`config.mk`:
```
export PLATFORM = sky130hd
export DESIGN_NAME = adx_adpcm_frame_decoder
export DESIGN_NICKNAME = d
export VERILOG_FILES = /design/src/rtl/adx_pkg.sv /design/src/rtl/adx_adpcm_frame_decoder.sv /design/src/rtl/adx_ctrl.sv /design/src/rtl/adx_dp.sv
export SDC_FILE = /design/constraint.sdc
export NUM_CORES = 2
export LEC_CHECK = 0
export ABC_AREA = 1
export CAP_MARGIN = 20
export CORE_MARGIN = 1.5
export CORE_UTILIZATION = 50
export DETAILED_ROUTE_END_ITERATION = 7
export DONT_BUFFER_PORTS = 1
export PLACE_DENSITY = 0.63
export RECOVER_POWER = 100
export SLEW_MARGIN = 10
export SYNTH_ARGS = -nofsm -noshare
export SYNTH_HDL_FRONTEND = slang
export SYNTH_HIERARCHICAL = 1
export SYNTH_SLANG_ARGS = --single-unit
```
`constraint.sdc`:
```
create_clock -name clk -period 10.3 [get_ports clk]
set_input_delay 2.575 -clock clk [delete_from_list [all_inputs] [get_ports clk]]
set_output_delay 2.575 -clock clk [all_outputs]
set_load 0.05 [all_outputs]
```
`src/rtl/adx_pkg.sv`:
```
`timescale 1ns / 1ps
// ----------------------------------------------------------------------------
// adx_pkg
// Shared types and constants for the ADX 4-bit ADPCM frame decoder.
// ----------------------------------------------------------------------------
package adx_pkg;

  localparam int MAX_CHANNELS   = 2;
  localparam int CH_W           = (MAX_CHANNELS > 1) ? $clog2(MAX_CHANNELS) : 1;
  localparam int FRAME_BYTES    = 18;
  localparam int FRAME_SAMPLES  = 32;
  localparam int PRED_SHIFT     = 12;
  localparam int BIF_W          = 5;

  localparam logic [1:0] REG_COEF_ONE    = 2'd0;
  localparam logic [1:0] REG_COEF_TWO    = 2'd1;
  localparam logic [1:0] REG_CHANNELS    = 2'd2;
  localparam logic [1:0] REG_TOTAL_COUNT = 2'd3;

  localparam logic signed [21:0] PCM_MAX = 22'sd32767;
  localparam logic signed [21:0] PCM_MIN = -22'sd32768;

  typedef enum logic [2:0] {
    ST_IDLE,
    ST_LOAD,
    ST_MUL,
    ST_ADD,
    ST_OUT
  } state_t;

  // controller -> datapath
  typedef struct packed {
    logic accept;
    logic load;
    logic mul;
    logic add;
    logic out_load;
    logic next_sample;
    logic advance;
  } cmd_t;

  // datapath -> controller
  typedef struct packed {
    logic is_scale;
    logic emit_cur;
    logic second;
    logic out_free;
  } status_t;

endpackage

```
`src/rtl/adx_adpcm_frame_decoder.sv`:
```
`timescale 1ns / 1ps
// ----------------------------------------------------------------------------
// adx_adpcm_frame_decoder
// ADX 4-bit ADPCM decoder, one payload byte per input word.
// ----------------------------------------------------------------------------
// channel   dir  handshake          payload
// s_        in   s_tvalid/s_tready  tdata: payload_byte; tuser: stream_start
// m_        out  m_tvalid/m_tready  tdata: pcm_sample, sample_position;
//                                   tuser: sample_channel; tlast: last_of_byte
// cfg_      in   cfg_valid/cfg_ready index 0..3, 32-bit data
//
// Scale bytes are accepted and loaded only. A nibble byte is accepted and
// loaded, then each sample gets a multiply step and an add/saturate step,
// then an output load if it is emitted (position below total count), which
// waits on m_tready. Reset (rst, synchronous) clears histories, frame
// position and coefficients and sets channel and total counts to 1.
// Input is taken while a finished word still waits at the output.
// ----------------------------------------------------------------------------
module adx_adpcm_frame_decoder (
  input  logic        clk,
  input  logic        rst,
  input  logic        s_tvalid,
  output logic        s_tready,
  input  logic [7:0]  s_tdata,   // [7:0] payload_byte
  input  logic [0:0]  s_tuser,   // [0] stream_start
  output logic        m_tvalid,
  input  logic        m_tready,
  output logic [47:0] m_tdata,   // [15:0] pcm_sample, [47:16] sample_position
  output logic [0:0]  m_tuser,   // [0] sample_channel
  output logic        m_tlast,
  input  logic        cfg_valid,
  output logic        cfg_ready,
  input  logic [1:0]  cfg_index,
  input  logic [31:0] cfg_data
);
  import adx_pkg::*;

  cmd_t    cmd;
  status_t status;

  assign cfg_ready = 1'b1;

  adx_ctrl u_ctrl (
    .clk      (clk),
    .rst      (rst),
    .s_tvalid (s_tvalid),
    .s_tready (s_tready),
    .status   (status),
    .cmd      (cmd)
  );

  adx_dp u_dp (
    .clk          (clk),
    .rst          (rst),
    .cmd          (cmd),
    .status       (status),
    .cfg_valid    (cfg_valid),
    .cfg_index    (cfg_index),
    .cfg_data     (cfg_data),
    .in_byte      (s_tdata),
    .in_start     (s_tuser[0]),
    .m_tvalid     (m_tvalid),
    .m_tready     (m_tready),
    .out_sample   (m_tdata[15:0]),
    .out_channel  (m_tuser[0]),
    .out_position (m_tdata[47:16]),
    .out_last     (m_tlast)
  );

endmodule

```
`src/rtl/adx_ctrl.sv`:
```
`timescale 1ns / 1ps
// ----------------------------------------------------------------------------
// adx_ctrl
// Sequencer: takes a byte, runs two multiply/add passes for nibble bytes.
// ----------------------------------------------------------------------------
module adx_ctrl (
  input  logic             clk,
  input  logic             rst,
  input  logic             s_tvalid,
  output logic             s_tready,
  input  adx_pkg::status_t status,
  output adx_pkg::cmd_t    cmd
);
  import adx_pkg::*;

  state_t state, state_next;

  always_ff @(posedge clk) begin
    if (rst) begin
      state <= ST_IDLE;
    end else begin
      state <= state_next;
    end
  end

  always_comb begin
    state_next = state;
    cmd        = '0;
    s_tready   = 1'b0;
    unique case (state)
      ST_IDLE: begin
        s_tready = 1'b1;
        if (s_tvalid) begin
          cmd.accept = 1'b1;
          state_next = ST_LOAD;
        end
      end
      ST_LOAD: begin
        cmd.load = 1'b1;
        if (status.is_scale) begin
          cmd.advance = 1'b1;
          state_next  = ST_IDLE;
        end else begin
          state_next = ST_MUL;
        end
      end
      ST_MUL: begin
        cmd.mul    = 1'b1;
        state_next = ST_ADD;
      end
      ST_ADD: begin
        cmd.add = 1'b1;
        if (status.emit_cur) begin
          state_next = ST_OUT;
        end else if (status.second) begin
          cmd.advance = 1'b1;
          state_next  = ST_IDLE;
        end else begin
          cmd.next_sample = 1'b1;
          state_next      = ST_MUL;
        end
      end
      ST_OUT: begin
        if (status.out_free) begin
          cmd.out_load = 1'b1;
          if (status.second) begin
            cmd.advance = 1'b1;
            state_next  = ST_IDLE;
          end else begin
            cmd.next_sample = 1'b1;
            state_next      = ST_MUL;
          end
        end
      end
      default: state_next = ST_IDLE;
    endcase
  end

endmodule

```
`src/rtl/adx_dp.sv`:
```
`timescale 1ns / 1ps
// ----------------------------------------------------------------------------
// adx_dp
// Datapath: config registers, frame position, per-channel history,
// prediction multiply/add with saturation and the output word register.
// ----------------------------------------------------------------------------
module adx_dp (
  input  logic             clk,
  input  logic             rst,
  input  adx_pkg::cmd_t    cmd,
  output adx_pkg::status_t status,
  input  logic             cfg_valid,
  input  logic [1:0]       cfg_index,
  input  logic [31:0]      cfg_data,
  input  logic [7:0]       in_byte,
  input  logic             in_start,
  output logic             m_tvalid,
  input  logic             m_tready,
  output logic [15:0]      out_sample,
  output logic             out_channel,
  output logic [31:0]      out_position,
  output logic             out_last
);
  import adx_pkg::*;

  logic        [13:0]     coef_one;
  logic signed [12:0]     coef_two;
  logic        [1:0]      channel_count;
  logic        [31:0]     total_count;

  logic        [7:0]      byte_reg;
  logic        [BIF_W-1:0] bif;
  logic        [CH_W-1:0] ch;
  logic        [15:0]     scale;
  logic        [31:0]     base;
  logic signed [15:0]     prev_hist  [MAX_CHANNELS];
  logic signed [15:0]     older_hist [MAX_CHANNELS];

  logic        [31:0]     pos;
  logic        [31:0]     pos_inc;
  logic                   second;
  logic                   emit_cur;
  logic                   emit_nxt;

  logic signed [30:0]     prod_one;
  logic signed [28:0]     prod_two;
  logic signed [20:0]     prod_scale;
  logic signed [31:0]     acc;
  logic signed [19:0]     pred;
  logic signed [21:0]     sum;
  logic signed [15:0]     sat;
  logic signed [3:0]      nib;
  logic        [BIF_W-1:0] bif_m2;
  logic                   wrap_ch;
  logic                   out_free;

  assign out_free = !m_tvalid || m_tready;
  assign pos_inc  = pos + 32'd1;
  assign nib      = second ? $signed(byte_reg[3:0]) : $signed(byte_reg[7:4]);
  assign bif_m2   = bif - BIF_W'(2);
  // stereo when channel_count is 2 or 3
  assign wrap_ch  = (ch == CH_W'(MAX_CHANNELS - 1)) || !channel_count[1];

  assign acc  = 32'(prod_one) + 32'(prod_two);
  assign pred = acc[31:PRED_SHIFT];
  assign sum  = 22'(prod_scale) + 22'(pred);

  always_comb begin
    if (sum > PCM_MAX) begin
      sat = 16'sh7fff;
    end else if (sum < PCM_MIN) begin
      sat = -16'sh8000;
    end else begin
      sat = sum[15:0];
    end
  end

  assign status.is_scale = (bif < BIF_W'(2));
  assign status.emit_cur = emit_cur;
  assign status.second   = second;
  assign status.out_free = out_free;

  // config
  always_ff @(posedge clk) begin
    if (rst) begin
      coef_one      <= '0;
      coef_two      <= '0;
      channel_count <= 2'd1;
      total_count   <= 32'd1;
    end else if (cfg_valid) begin
      unique case (cfg_index)
        REG_COEF_ONE:    coef_one      <= cfg_data[13:0];
        REG_COEF_TWO:    coef_two      <= $signed(cfg_data[12:0]);
        REG_CHANNELS:    channel_count <= cfg_data[1:0];
        REG_TOTAL_COUNT: total_count   <= cfg_data;
        default: ;
      endcase
    end
  end

  // stream state
  always_ff @(posedge clk) begin
    if (rst) begin
      bif   <= '0;
      ch    <= '0;
      scale <= '0;
      base  <= '0;
      for (int i = 0; i < MAX_CHANNELS; i++) begin
        prev_hist[i]  <= '0;
        older_hist[i] <= '0;
      end
    end else begin
      if (cmd.accept && in_start) begin
        bif   <= '0;
        ch    <= '0;
        scale <= '0;
        base  <= '0;
        for (int i = 0; i < MAX_CHANNELS; i++) begin
          prev_hist[i]  <= '0;
          older_hist[i] <= '0;
        end
      end
      if (cmd.load && bif == BIF_W'(0)) begin
        scale[15:8] <= byte_reg;
      end
      if (cmd.load && bif == BIF_W'(1)) begin
        scale[7:0] <= byte_reg;
      end
      if (cmd.add) begin
        older_hist[ch] <= prev_hist[ch];
        prev_hist[ch]  <= sat;
      end
      if (cmd.advance) begin
        if (bif == BIF_W'(FRAME_BYTES - 1)) begin
          bif <= '0;
          if (wrap_ch) begin
            ch   <= '0;
            base <= base + 32'(FRAME_SAMPLES);
          end else begin
            ch <= ch + CH_W'(1);
          end
        end else begin
          bif <= bif + BIF_W'(1);
        end
      end
    end
  end

  // per-byte working registers
  always_ff @(posedge clk) begin
    if (cmd.accept) begin
      byte_reg <= in_byte;
    end
    if (cmd.load) begin
      pos    <= base + {27'd0, bif_m2[3:0], 1'b0};
      second <= 1'b0;
    end
    if (cmd.next_sample) begin
      pos    <= pos_inc;
      second <= 1'b1;
    end
    if (cmd.mul) begin
      prod_one   <= $signed({1'b0, coef_one}) * prev_hist[ch];
      prod_two   <= coef_two * older_hist[ch];
      prod_scale <= $signed({1'b0, scale}) * nib;
      emit_cur   <= (pos < total_count);
      emit_nxt   <= (pos_inc < total_count);
    end
    if (cmd.out_load) begin
      out_sample   <= sat;
      out_channel  <= ch;
      out_position <= pos;
      out_last     <= second || !emit_nxt;
    end
  end

  always_ff @(posedge clk) begin
    if (rst) begin
      m_tvalid <= 1'b0;
    end else if (cmd.out_load) begin
      m_tvalid <= 1'b1;
    end else if (m_tready) begin
      m_tvalid <= 1'b0;
    end
  end

  a_load_free: assert property (@(posedge clk) disable iff (rst)
    cmd.out_load |-> out_free)
    else $error("output word overwritten before taken");

  a_bif_range: assert property (@(posedge clk) disable iff (rst)
    bif <= BIF_W'(FRAME_BYTES - 1))
    else $error("byte position past end of frame");

  a_load_valid: assert property (@(posedge clk) disable iff (rst)
    cmd.out_load |=> m_tvalid)
    else $error("loaded word not presented");

  a_mul_add: assert property (@(posedge clk) disable iff (rst)
    cmd.mul |=> cmd.add)
    else $error("product not consumed");

endmodule
```
# Word-level counts from Yosys, hierarchy flattened
# Memory sizes are Yosys's and may differ from the RTL's. A register that Yosys moved wholly into a read port is not among the register bits.
# Cells that the tools add are included.
# word_totals
ramBits,64
ff_bits,293
mem_count,2
in_bits,48
word_cells,141
# mem_list
name,words,word_bits,rd,rd_clocked_by_memory_dff,write_ports,line_no,text
u_dp.older_hist,2,16,1,1,2,adx_dp.sv:37,logic signed [15:0] older_hist [MAX_CHANNELS];
u_dp.prev_hist,2,16,1,1,2,adx_dp.sv:36,logic signed [15:0] prev_hist [MAX_CHANNELS];
# op_classes
n_mul,3
n_mux,61
bitwise_logic,4
n_addsub,8
reduce_logical,24
eq_ne,11
n_lt_le_gt_ge,5
# op_table
operator,count
$mux W32,6
$mux W16,9
$lt A32 B32 Y1,2
$add A31 B29 Y32,1
$add A32 B1 Y32 const B,1
$add A32 B5 Y32,1
$add A32 B6 Y32 const B,1
$reduce_or A16 Y1,2
$mul A15 B16 Y31,1
$mux W1,30
$mul A13 B16 Y29,1
$add A21 B20 Y22,1
$gt A22 B16 Y1 const B,1
$lt A22 B16 Y1 const B,1
$mul A17 B4 Y21,1
$mux W8,2
$mux W5,3
$pmux W3 S5,1
$mux W3,4
$reduce_and A2 Y1,5
$reduce_bool A2 Y1,5
$eq A3 B2 Y1 const B,2
$mux W2,3
$add A5 B1 Y5 const B,1
21 further kinds,31

# Longest topological paths before layout
# logic_depth
depth_word,8
mapped_depth,29
ltp_nobuf,28

# Hierarchy
# Netlist, hierarchy kept.
# by_module_without_submodules
module,instances,seq_area_each_um2,cells_per_inst,area_per_inst_um2
adx_dp,1,9439.1,4286,36543.8
adx_ctrl,1,60.1,47,272.8
adx_adpcm_frame_decoder,1,0.0,2,11.3

# Worst setup path before layout
# No wires, ideal clock.
# synth_path
path_kind,reg2reg
from,"reg, netlist name u_dp/ch"
to,reg u_dp.prod_one[29] (data pin)
required_ns,10.038
setup_ns,0.262
stages_incl_launch_ff,22
t_arrival_ns,5.963
slack_ns,4.074
cell_sequence,dfxtp_1 inv_1 clkbuf_1 nand2_1 nand2_1 clkbuf_1 nor2_1 fa_1 fa_1 inv_1 fa_1 fa_1 inv_1 fa_1 fa_1 ha_1 nand2_1 nor4_1 nand2_1 o211ai_1 a21oi_1 xor2_1
# synth_rtl
item,line_no,text
end signal: assignment,adx_dp.sv:163,"prod_one <= $signed({1'b0, coef_one}) * prev_hist[ch];"
end: declaration,adx_dp.sv:45,logic signed [30:0] prod_one;

==> summary.md <==
| Metric | Value |
|---|---|
| Status | finished with violations |
| Failing checks | max-capacitance violations, max-slew violations |
| EDFF count, synth | 237 |
| Site row count | between 90 and 100 |
| Unrepaired setup endpoints after global routing | false |
| Fin crit share | a little over four fifths |
| Crit-path max FO | 42 |
| Cell internal pwr | 0.002926 W |
| Fmax | about 120 MHz |
| R2R Setup Slk | ~1700 ps |
| Final Power | about 0.0044 W |
| Worst Hold Depth | 2 |
| Pin count of the biggest net entering global routing | 62 |
| Port buffer count | 0 |
| Peak VDD IR | 0.1367 mV |
| Io pins | 101 |
| P_sw | between 0.001 and 0.0015 W |
| Arrival @ worst endpoint | ~9000 ps |
| Die ar. | 75,290 µm² |
| Area added between synthesis and finish | 6.462% |
| Post-Syn Instances | 4,335 |
| Sink Count | roughly 360 |
| Wire per inst | 19.76 µm |
| Final hold viol count | 0 |
| CTS tree | built |
| Placer Congestion | 0.9545 |
| Initial Util | 50.48% |
| Max Root-Sink Buffers | 3 |
| FF-to-FF Start | u_dp/ch |
| WL final | ~110,000 µm |
| Setup TNS | 0 ps |
| Crit path kind | reg2reg |
| FF+latch count, synth | 356 |
| Mapped cell area | 36,830 µm² |
| Post-cts sizing count | 0 |
| Die Y | 274.4 µm |
| Via count | between 20,000 and 30,000 |
| Clk Tree Root Cell | clkbuf_16 |
| Slew headroom | -114.9% |
| Clock Skew | ~64 ps |
| Power density cells | 111.2 nW/µm² |
| Req. time, crit path | 10,660 ps |
| Mapped Nets | 5,141 |
| Syn Area/Cell | 8.495 µm² |
| Critical Path Sink Type | flip-flop |
| Hold-fix buffers at CTS | 0 |
| GR Util All Layers | roughly 28% |
| Hpwl dp | 86,560 µm |
| DRT Pass-1 Iters | 5 |
| Synth async-reset ratio | 0% |
| Die width | 274.4 µm |
| Layout cell share with drive strength beyond 1 | 3.076% |
| Initial antenna violation count | 3 |
| Netlist cell types | 56 |
| Launching element type of the critical path | flip-flop |
| Postcts setup bufs | 0 |
| First-pass GRT wire length | ~160,000 µm |
| # DRC | 0 |
| Worst slew pin tran | roughly 3200 ps |
| Clk pwr share | about 37% |
| Hold endpoint | u_dp/base[0] |
| Final #Nets | around 5,100 |
| Reg power frac | a little under two fifths |
| Main flop type after synthesis | edfxtp_1 |
| Reg2reg end | u_dp/prod_one[24] |
| Fin crit period | 8639 ps |
| Sw Share | 32.87% |
| Worst hold start | u_dp/base[0] |
| Clk_lat worst skew | 630 ps |
| Max_cap viols | 11 |
| Hold Crit Class | reg2reg |
| Total congestion overflow | 0 |
| Ys Warns | 6 |
| Reg2reg path depth | 20 |
| Sequential-to-total area share from yosys stat | 25.79% |
| Area contributors post-synth | fa_1 24%, edfxtp_1 19%, ha_1 11% |
| ANT nets after route | 0 |
| Worst Setup SP | u_dp/ch |
| Inserted Clock Buffers | 45 |
| Core area | ~73,000 µm² |
| Via count of the first global-routing pass | roughly 28,000 |
| Post-synth top area share | around a quarter |
| Setup-failing EPs final | 0 |
| Via-per-instance ratio | about 5.4 |
| Combinational power share | 25.3% |
| Clock Pin Slew Worst Setup and Hold Paths | 60 ps |
| Leakage | 18.28 nW |
| Max Slew Vio Count | 393 |
| Antenna diodes | 0 |
| Number of DRC markers in iteration 0 | 2,131 |
| Synth area leader | fa_1 |
| CTS HTree Levels | 2 |
==> worst max-delay path by stage <==
stage | endpoint | slack [ps] | depth (start not counted)
after floorplan | u_dp/prod_one[29] | 4070 | 21
after global placement | u_dp/prod_two[25] | 2880 | 20
after detailed placement | u_dp/prod_two[25] | 2870 | 20
after CTS | u_dp/prod_two[25] | 2830 | 20
after global routing | u_dp/prod_two[26] | 1280 | 24
final | u_dp/prod_one[24] | 1660 | 20
==> layout by cell type, fill, tap and decap left out, types with 10 or more instances in the layout <==
cell,instances
nor2_1,451
fa_1,444
o21ai_1,11
clkinv_1,17
nand4_1,37
ha_1,314
o21ai_0,178
nand2_1,785
edfxtp_1,237
o22ai_1,19
xnor2_1,53
dfxtp_1,119
clkinv_2,10
inv_1,880
xor2_1,96
or2_2,27
buf_4,14
nor3_1,56
o21a_1,16
nor4_1,11
a21oi_1,290
a21o_1,15
clkbuf_1,26
clkbuf_16,48
nand3_1,99
==> cell usage after synthesis, types with 3 or more instances <==
library cell and instances:
inv_1 881, nand2_1 775, nor2_1 450, fa_1 444, ha_1 314, a21oi_1 288
edfxtp_1 237, o21ai_0 172, dfxtp_1 119, nand3_1 98, xor2_1 95, clkbuf_1 73
nor3_1 55, xnor2_1 53, nand4_1 37, or2_2 27, o22ai_1 19, o21ai_1 17
o21a_1 16, a21o_1 15, clkinv_1 14, nand2_4 11, nor4_1 11, o211ai_1 9
o31ai_1 9, a31oi_1 8, buf_4 8, a211oi_1 7, o21bai_1 7, nand3b_1 6
o221ai_1 6, buf_2 5, nand2_2 5, inv_2 4, nor2_2 4, a21boi_0 3
a21oi_2 3, a22oi_1 3, nand3_2 3
==> per-layer routing <==
layer | track usage, % | vias to the layer above | share of wire (%)
met5 | 0 | - | 0.036
met4 | 9.514 | 6 | 3.7
met3 | 3.888 | 207 | 6.1
met2 | 46.82 | 862 | 47
met1 | 38.21 | 13890 | 43
li1 | - | 13600 | -
==> stage by stage <==
stage	cells	cell area (µm²)	util (%)	worst slack [ps]	hold WS [ps]
CTS	5315	39390	53.98	2830	433.4
global route	5315	39210	53.74	1284	451.3
floorplan	4335	36830	-	4074	408.4
detailed placement	5231	37860	51.89	2873	418.1
finish	5315	39210	53.74	1661	433.9
global placement	5231	37860	51.89	2885	415.3
==> worst max-delay path, stage by stage (launching register included) <==
cell and delay, ps:
dfxtp_1 320, clkbuf_1 1480, o21ai_0 1020, inv_1 490
nand2_1 130, fa_1 520, inv_1 50, fa_1 470
fa_1 500, fa_1 570, fa_1 430, fa_1 480
ha_1 420, nand2_1 130, nor2_1 110, inv_1 60
nor3_1 470, nand4_1 270, nand3_1 210, a21oi_1 100
xnor2_1 130
==> area by class of cell <==
class | instances | area [µm²]
clock inverter | 22 | 264.0
clock buffer | 62 | 1264
sequential | 356 | 9499
fill | 6871 | 33750
inverter | 899 | 3376
timing repair buffer | 27 | 153.9
tap | 959 | 1200
multi-input combinational | 2990 | 23450
==> power groups by stage <==
stage | logic [W] | registers (W) | clock network [W]
CTS | 0.00112 | 0.00163 | 0.00166
detailed placement | 0.00111 | 0.00166 | 0
global placement | 0.00110 | 0.00166 | 0
global route | 0.00125 | 0.00164 | 0.00171
finish | 0.00110 | 0.00163 | 0.00162
floorplan | 0.000803 | 0.00164 | 0
==> logic make-up after synthesis <==
family / after synthesis / synth area share (%)
simple gates: 1490 / 16.72
buf+inv: 989 / 10.24
fa+ha+maj: 758 / 34.80
compound gates: 592 / 8.837
flops: 356 / 25.79
xor+xnor: 149 / 3.595
other cells: 1 / 0.01018
(Power assumes the default switching activity.)
